===== src/design/ffha_pkg.sv =====
`timescale 1ns / 1ps
// Shared types and constants for the first-fit heap allocator.
// No dependencies.
package ffha_pkg;

    // Arena geometry
    localparam int ARENA_BYTES = 4096;
    localparam int AW          = $clog2(ARENA_BYTES);   // byte offset width
    localparam int PW          = AW + 2;                 // width for chain sums
    localparam int SW          = 12;                     // payload size width
    localparam int HDR_BYTES   = 4;
    localparam int LAST_HDR    = ARENA_BYTES - HDR_BYTES;
    localparam int MIN_SPLIT   = HDR_BYTES + 1;          // header plus one byte

    // Operation codes
    typedef enum logic {
        FUNC_ALLOC = 1'b0,
        FUNC_FREE  = 1'b1
    } func_t;

    // Status codes
    typedef enum logic [2:0] {
        ST_OK      = 3'd0,
        ST_NOMEM   = 3'd1,
        ST_BADSIZE = 3'd2,
        ST_BADPTR  = 3'd3,
        ST_BOUNDS  = 3'd4
    } status_t;

    // In-band block header
    typedef struct packed {
        logic          alloc;
        logic [SW-1:0] size;
    } hdr_t;

    localparam int HDR_W = $bits(hdr_t);

    // Classified request handed from front to back
    typedef struct packed {
        func_t         func;
        logic [SW-1:0] request_size;
        logic [11:0]   block_offset;
        logic          zero_size;
        logic          out_of_bounds;
    } cmd_t;

endpackage


===== src/design/ffha_front.sv =====
`timescale 1ns / 1ps
// Front end: accepts requests, classifies them and queues them two deep.
// Depends on ffha_pkg.
module ffha_front
    import ffha_pkg::*;
(
    input  logic          clk,
    input  logic          rst_n,
    input  logic          push,
    output logic          full,
    input  logic          func,
    input  logic [SW-1:0] request_size,
    input  logic [11:0]   block_offset,
    output logic          cmd_valid,
    output cmd_t          cmd,
    input  logic          cmd_pop
);

    cmd_t        entry_reg [2];
    logic        wr_ptr_reg, wr_ptr_next;
    logic        rd_ptr_reg, rd_ptr_next;
    logic [1:0]  count_reg, count_next;
    logic        do_push, do_pop;
    cmd_t        cls;

    // classify the incoming request
    always_comb
    begin
        cls.func          = func_t'(func);
        cls.request_size  = request_size;
        cls.block_offset  = block_offset;
        cls.zero_size     = (request_size == '0);
        cls.out_of_bounds = (block_offset < 12'(HDR_BYTES));
    end

    assign full      = (count_reg == 2'd2);
    assign cmd_valid = (count_reg != 2'd0);
    assign cmd       = entry_reg[rd_ptr_reg];
    assign do_push   = push && !full;
    assign do_pop    = cmd_pop && cmd_valid;

    // pointer and count update
    always_comb
    begin
        wr_ptr_next = do_push ? ~wr_ptr_reg : wr_ptr_reg;
        rd_ptr_next = do_pop ? ~rd_ptr_reg : rd_ptr_reg;
        count_next  = count_reg + {1'b0, do_push} - {1'b0, do_pop};
    end

    always_ff @(posedge clk or negedge rst_n)
    begin
        if (!rst_n)
        begin
            wr_ptr_reg <= 1'b0;
            rd_ptr_reg <= 1'b0;
            count_reg  <= 2'd0;
        end
        else
        begin
            wr_ptr_reg <= wr_ptr_next;
            rd_ptr_reg <= rd_ptr_next;
            count_reg  <= count_next;
        end
    end

    // queue payload
    always_ff @(posedge clk)
    begin
        if (do_push)
        begin
            entry_reg[wr_ptr_reg] <= cls;
        end
    end

endmodule


===== config.mk =====
export PLATFORM = sky130hd
export DESIGN_NAME = ffha_front
export DESIGN_NICKNAME = d
export VERILOG_FILES = /design/src/design/ffha_pkg.sv /design/src/design/ffha_front.sv
export SDC_FILE = /design/constraint.sdc
export NUM_CORES = 1
export LEC_CHECK = 0
export BUFFER_PORTS_ARGS = -buffer_cell sky130_fd_sc_hd__clkbuf_2
export CAP_MARGIN = 0
export CORE_MARGIN = 2
export CORE_UTILIZATION = 45
export CTS_CLUSTER_DIAMETER = 200
export DETAILED_ROUTE_END_ITERATION = 16
export PLACE_DENSITY = 0.7
export RECOVER_POWER = 50
export SYNTH_ARGS = -nofsm -noshare
export SYNTH_HDL_FRONTEND = slang
export SYNTH_SLANG_ARGS = --single-unit

===== constraint.sdc =====
create_clock -name clk -period 2.79 [get_ports clk]
set_clock_uncertainty 0.1 [all_clocks]
set_input_delay 0.558 -clock clk [delete_from_list [all_inputs] [get_ports clk]]
set_output_delay 0.558 -clock clk [all_outputs]
set_load 0.005 [all_outputs]

* Yosys cells after proc, flatten, opt, wreduce, memory -nomap -nowiden
Memory sizes are Yosys's and may differ from the RTL's.
Cells that the tools add are included.
Widths: inputs -> output; s select.
** Operators by class
- $add $sub $neg :: 2
- $lt $le $gt $ge :: 1
- Eq/ne operators :: 1
- Multiplexer cells :: 2
- Bitwise operators :: 2
- Reduce and logical (&&, ||, !) cells :: 5
** Operators with widths (number)
- $logic_not 12->1 :: 1
- $lt 12x3->1 const B :: 1
- $add 2x1->2 :: 1
- $eq 2x2->1 const B :: 1
- $logic_and 1x1->1 :: 2
- $mux 1 :: 2
- $not 1->1 :: 2
- $reduce_bool 2->1 :: 1
- $sub 2x1->2 :: 1
- $logic_not 1->1 :: 1
** Word-level totals
- Flip-flop bits (word level) :: 4
- Bits in writable memories :: 54
- Output and inout port bits :: 29
- Memories :: 1
** Memories
- entry_reg :: words 2, width 27, read ports 1, clocked after Yosys merged registers in 0, wr ports 1, line ffha_front.sv:19 : cmd_t entry_reg [2];

* Logic depth before layout (Yosys ltp)
Gate-level depths: netlist of run 1.
- Word-level depth :: 5
- Depth in mapped cells :: 7
- Depth with buffers taken out :: 7

* Least setup slack after synthesis of run 1
No wires, ideal clock.
- Kind :: in2reg
- Start point :: input push
- End point :: memory entry_reg[0][0] (netlist bit) (enable)
- Arrival time :: 1800 ps
- Slack :: 479 ps
- Cell stages on the path :: 2
- Buffers on the path :: 0
- Cell sequence :: nand2_1 -> nor2_1
** Between the ends
- Cells in the longest elaborated chain, start to end :: 3
** RTL lines
- start: declaration :: line ffha_front.sv:9 : input logic push,
- $logic_and 1x1->1 :: line ffha_front.sv:39 : assign do_push = push && !full;
- $mux 1 :: line ffha_front.sv:69 : if (do_push)
- $mux 1 (not written as such) :: line ffha_front.sv:71 : entry_reg[wr_ptr_reg] <= cls;
- end: declaration :: line ffha_front.sv:19
Every way passes these cells.

==> run metrics, run 1 <==
port buffer count 57; Critical Path End Type output pin; DRT Pass-1 Iters 3; largest net degree at the start of global routing 28; P&R area growth vs syn 22.8%; Post-CTS Setup Bufs 0; vias post-DR 1202; crit-path max FO 15; Reg2Reg Setup Slack 810 ps; Synth Warn # 0; wire per inst 15.1 µm; Fin. Hold Viols 0; Crit Reg-Reg Endpoint count_reg[1]; num rows 25; GPL Wtd Cong 0.842; Critical Path AT 1400 ps; CTS tree built; die area 5470 µm²; first-pass GRT wire length 5730 µm; initial antenna violation count 0; Synth Area per Inst 20.2 µm²; status complete, no violations; clk root buf clkbuf_8; Crit Path Class reg -> out; Worst-path clk slew 60 ps; antenna viol nets, final 0; # IOs 58; syn_nets 140; clk sinks 58; Startpoint Class register; total gr overflow 0; Synth cell types 19; Tightest Pin Transition 712 ps; Die H 74.0 µm; initial core utilization 0.466; GRT Overall Usage 0.151; Static Leak 0.000991 µW; VDD IR max 493 µV; Hold WS 326 ps; post-layout minimum cycle time 2060 ps; vias per std cell 4.79; Yosys reg bits 58; max FFs per register 54; hold path cells 1; Slew Limit Fails 0; total CTS buffers 9; PD cells 980 nW/µm²; number of global-route vias before repair 1237; share of cells above drive strength 1 0.424; DRC violations left 0; synth top area cells edfxtp_1 74%, mux2_2 14%, dfrtp_1 4.5%; setup violators final 0; worst reg2reg startpoint count_reg[1]; Clock H-tree levels 3; total negative slack 0 ps; max_slew headroom 0.525; CTS max path bufs 2; number of inserted diodes 0; Seq/Total Area, Yosys 0.782; hold_sp func; nets 210; maxcap violations 0; Clk Latency, worst-skew pair 320 ps; core box area 4720 µm²; Max Freq 486 MHz; Routed WL 3780 µm; unrepaired setup endpoints after global routing false; total power 2650 µW; share of the synthesized area in the top cell type 0.736; Worst EP required 2130 ps; hold endpoint entry_reg[0][26]; Reg2Reg Depth 7; Cells after Synth 109; Fillers 394; DPL Wire Length 2580 µm; post-route clock period utilization 0.737; DR iter-0 viols 66; area leader, netlist edfxtp_1; worst min-delay path class in -> reg; mapped cell area 2200 µm²; Die Width 74.0 µm
[Yosys cell counts]
| cell | number |
|---|---|
| and2_1 | 1 |
| and3_1 | 2 |
| buf_2 | 1 |
| buf_4 | 2 |
| dfrtp_1 | 4 |
| edfxtp_1 | 54 |
| ha_1 | 2 |
| inv_1 | 2 |
| mux2_2 | 27 |
| nand2_1 | 1 |
| nand2b_1 | 1 |
| nor2_1 | 1 |
| nor4_1 | 3 |
| nor4_2 | 1 |
| or2_2 | 1 |
| or4_1 | 1 |
| or4_4 | 1 |
| xnor2_1 | 3 |
| xor2_1 | 1 |
[worst max path at each step]
stage	start	endpoint
finish	rd_ptr_reg	cmd[25]
global route	rd_ptr_reg	cmd[1]
CTS	rd_ptr_reg	cmd[25]
detailed placement	count_reg[1]	count_reg[1]
global placement	count_reg[1]	count_reg[1]
floorplan	push	entry_reg[0][0]
[area by class of cell]
class | count | area (µm²) | area share
Multi-Input combinational cell | 46 | 447 | 0.165
Tap cell | 67 | 83.8 | 0.0310
Sequential cell | 58 | 1720 | 0.636
Timing Repair Buffer | 62 | 293 | 0.108
Clock inverter | 5 | 21.3 | 0.00786
Clock buffer | 11 | 131 | 0.0486
Inverter | 2 | 7.51 | 0.00278
[routing by layer]
layer  vias to the layer above  global-route usage  wire (µm)
li1                        574                   -          -
met1                       574               0.168       1590
met4                         0              0.0848         68
met5                         -                   0          0
met3                         8              0.0759        263
met2                        46               0.236       1860
[power by group]
part | switching [µW] | internal, µW
registers | 58.5 | 1200
clock network | 287 | 310
logic | 397 | 402
total | 743 | 1910
[repair_timing]
| item | 4_1_cts | 5_1_grt |
|---|---|---|
| gates resized for setup | 0 | 0 |
| hold endpoints to repair | 4 | 0 |
| hold buffers | 1 | 0 |
[cells in the final DEF, fill, tap and decap left out, types with 2 or more instances in the layout]
cell type	count
clkbuf_1	26
ha_1	2
nor4_1	4
dfrtp_1	4
buf_4	3
inv_1	2
and3_1	2
clkbuf_8	9
clkinv_1	3
clkbuf_2	34
mux2_2	27
edfxtp_1	54
xnor2_1	3
clkinv_2	2
[stage by stage]
stage	util	setup WS (ps)	area [µm²]	instances
after detailed placement	0.547	837	2580	234
after floorplan	-	479	2200	109
final	0.573	734	2710	251
after CTS	0.581	696	2750	251
after global routing	0.573	654	2710	251
after global placement	0.547	985	2580	234
[worst max-delay path: stages (launching register included)]
cell,delay [ps]
dfrtp_1,350
buf_4,240
mux2_2,370
clkbuf_2,110
[logic make-up (layout without fill, tap and decap cells)]
family        after synthesis  count (layout)  share of synthesized area
flops                      58              58                      0.782
mux                        27              27                      0.138
simple gates               13              13                     0.0403
buf+inv                     5              80                     0.0125
xor+xnor                    4               4                     0.0159
fa+ha+maj                   2               2                     0.0114
Power figures use the tool's default switching activity.
==> run 2, diff against run 1 <==
- clock period: 2.79 -> 1.99 ns (I/O delays scaled with it)
==> run metrics, run 2 (synthesis results as in run 1) <==
status complete, no violations; Die Width 74.0 µm; total negative slack 0 ps; max FFs per register 54; CTS max path bufs 2; Critical Path AT 2010 ps; post-layout minimum cycle time 1900 ps; Reg2Reg Setup Slack 90 ps; critical path cell sequence or2_2 -> and2_1 -> ha_1 -> inv_1 -> ha_1 -> xnor2_2 -> xnor2_1; Fin. Hold Viols 0; P_sw 1070 µW; Worst Slack Setup Final 90.2 ps; share of cells above drive strength 1 0.430; antenna viol nets, final 0; DRT Pass-1 Iters 4; # IOs 58; Slew Limit Fails 0; Die H 74.0 µm; Routed WL 3840 µm; nets 213; Critical Path Most Common Cell ha_1; Worst path slowest cell dfrtp_1; Crit Reg-Reg Endpoint count_reg[1]; Clock power frac 0.245; initial core utilization 0.466; num rows 25; max_slew headroom 0.488; hold_sp block_offset[0]; post-route clock period utilization 0.955; combinational group share of total power 0.307; vias post-DR 1224; internal power 2880 µW; Tightest Pin Transition 768 ps; worst reg2reg startpoint count_reg[1]; GPL Wtd Cong 0.771; worst min-delay path class in -> reg; P&R area growth vs syn 25.8%; DRC violations left 0; DR iter-0 viols 70; Reg2Reg Depth 7; Static Leak 0.00102 µW; number of global-route vias before repair 1251; Crit Path Class reg -> reg; Worst EP required 2100 ps; initial antenna violation count 0; Net Sw Frac 0.272; first-pass GRT wire length 5770 µm; dpl ws 78.7 ps; most frequent cells in the layout 54 x edfxtp_1, 32 x clkbuf_2, 27 x mux2_2, 27 x clkbuf_1, 9 x clkbuf_8; clk root buf clkbuf_8; Crit path buffers/inverters 1; Worst-path clk slew 60 ps; wire per inst 15.2 µm; PD cells 1430 nW/µm²; total CTS buffers 9; setup violators final 0; VDD IR max 709 µV; GRT Overall Usage 0.153; commonest non-fill, non-tap cell in the layout edfxtp_1; port buffer count 57; crit-path max FO 3; Critical Path End Type register; hold path cells 1; family with the most delay on the worst path simple AND/OR/NAND/NOR gates; Fillers 398; hold endpoint entry_reg[1][2]; core box area 4720 µm²; Clock H-tree levels 3; Max Freq 526 MHz; Clk Latency, worst-skew pair 320 ps; clk sinks 58; number of inserted diodes 0; crit-path max cell delay 390 ps; vias per std cell 4.84; unrepaired setup endpoints after global routing false; largest net degree at the start of global routing 28; Sequential Power Share 0.448; total gr overflow 0; Startpoint Class register; CTS tree built; DPL Wire Length 2610 µm; maxcap violations 0; die area 5470 µm²
run 2: worst reg2reg max path, stage by stage (launching register included):
cell and delay, ps:
dfrtp_1 390, or2_2 310, and2_1 190, ha_1 290, inv_1 40, ha_1 190
xnor2_2 140, xnor2_1 130
run 2: what timing repair did:
action | in CTS | in global routing
resized for setup | 2 | 1
hold endpoints to repair | 4 | 0
buffers inserted | 0 | 2
setup endpoints to repair | 24 | 4
hold buffers | 1 | 0
run 2: layer usage:
layer	global-route usage	part of all wire
met5	0	0
met4	0.0848	0.021
met3	0.0650	0.089
met2	0.231	0.47
met1	0.185	0.42
run 2: cell type report:
class	count	area (µm²)	share of cell area
well taps	67	83.8	0.0303
clock inverters	5	46.3	0.0167
clock buffers	10	128	0.0461
inverters	2	7.51	0.00271
multi-input cells	46	453	0.164
repair buffers	65	329	0.119
flip-flops and latches	58	1720	0.622
run 2: worst max-delay path by stage:
stage,from,end,slack [ps],depth (start not counted)
3_3_place_gp,count_reg[1],count_reg[1],190,7
3_5_place_dp,count_reg[1],count_reg[1],80,7
6_report,count_reg[1],count_reg[1],90,7
4_1_cts,rd_ptr_reg,cmd[7],10,3
2_1_floorplan,count_reg[1],entry_reg[0][0],180,3
5_1_grt,count_reg[1],count_reg[1],10,7
run 2: power by group through the flow:
stage	clock [µW]	combinational, µW	sequential [µW]
floorplan	0	706	1760
global placement	0	1140	1780
detailed placement	0	1170	1800
CTS	996	1180	1790
global route	1040	1320	1800
finish	969	1210	1770
run 2: metrics by stage:
stage | hold slack (ps) | power [µW] | instance area [µm²] | utilization | cells
6_report | 167 | 3950 | 2770 | 0.586 | 253
5_1_grt | 154 | 4160 | 2770 | 0.586 | 253
4_1_cts | 150 | 3970 | 2790 | 0.591 | 251
3_5_place_dp | 112 | 2970 | 2600 | 0.551 | 235
3_3_place_gp | 105 | 2920 | 2600 | 0.551 | 235
2_1_floorplan | 2.41 | 2460 | 2200 | - | 109
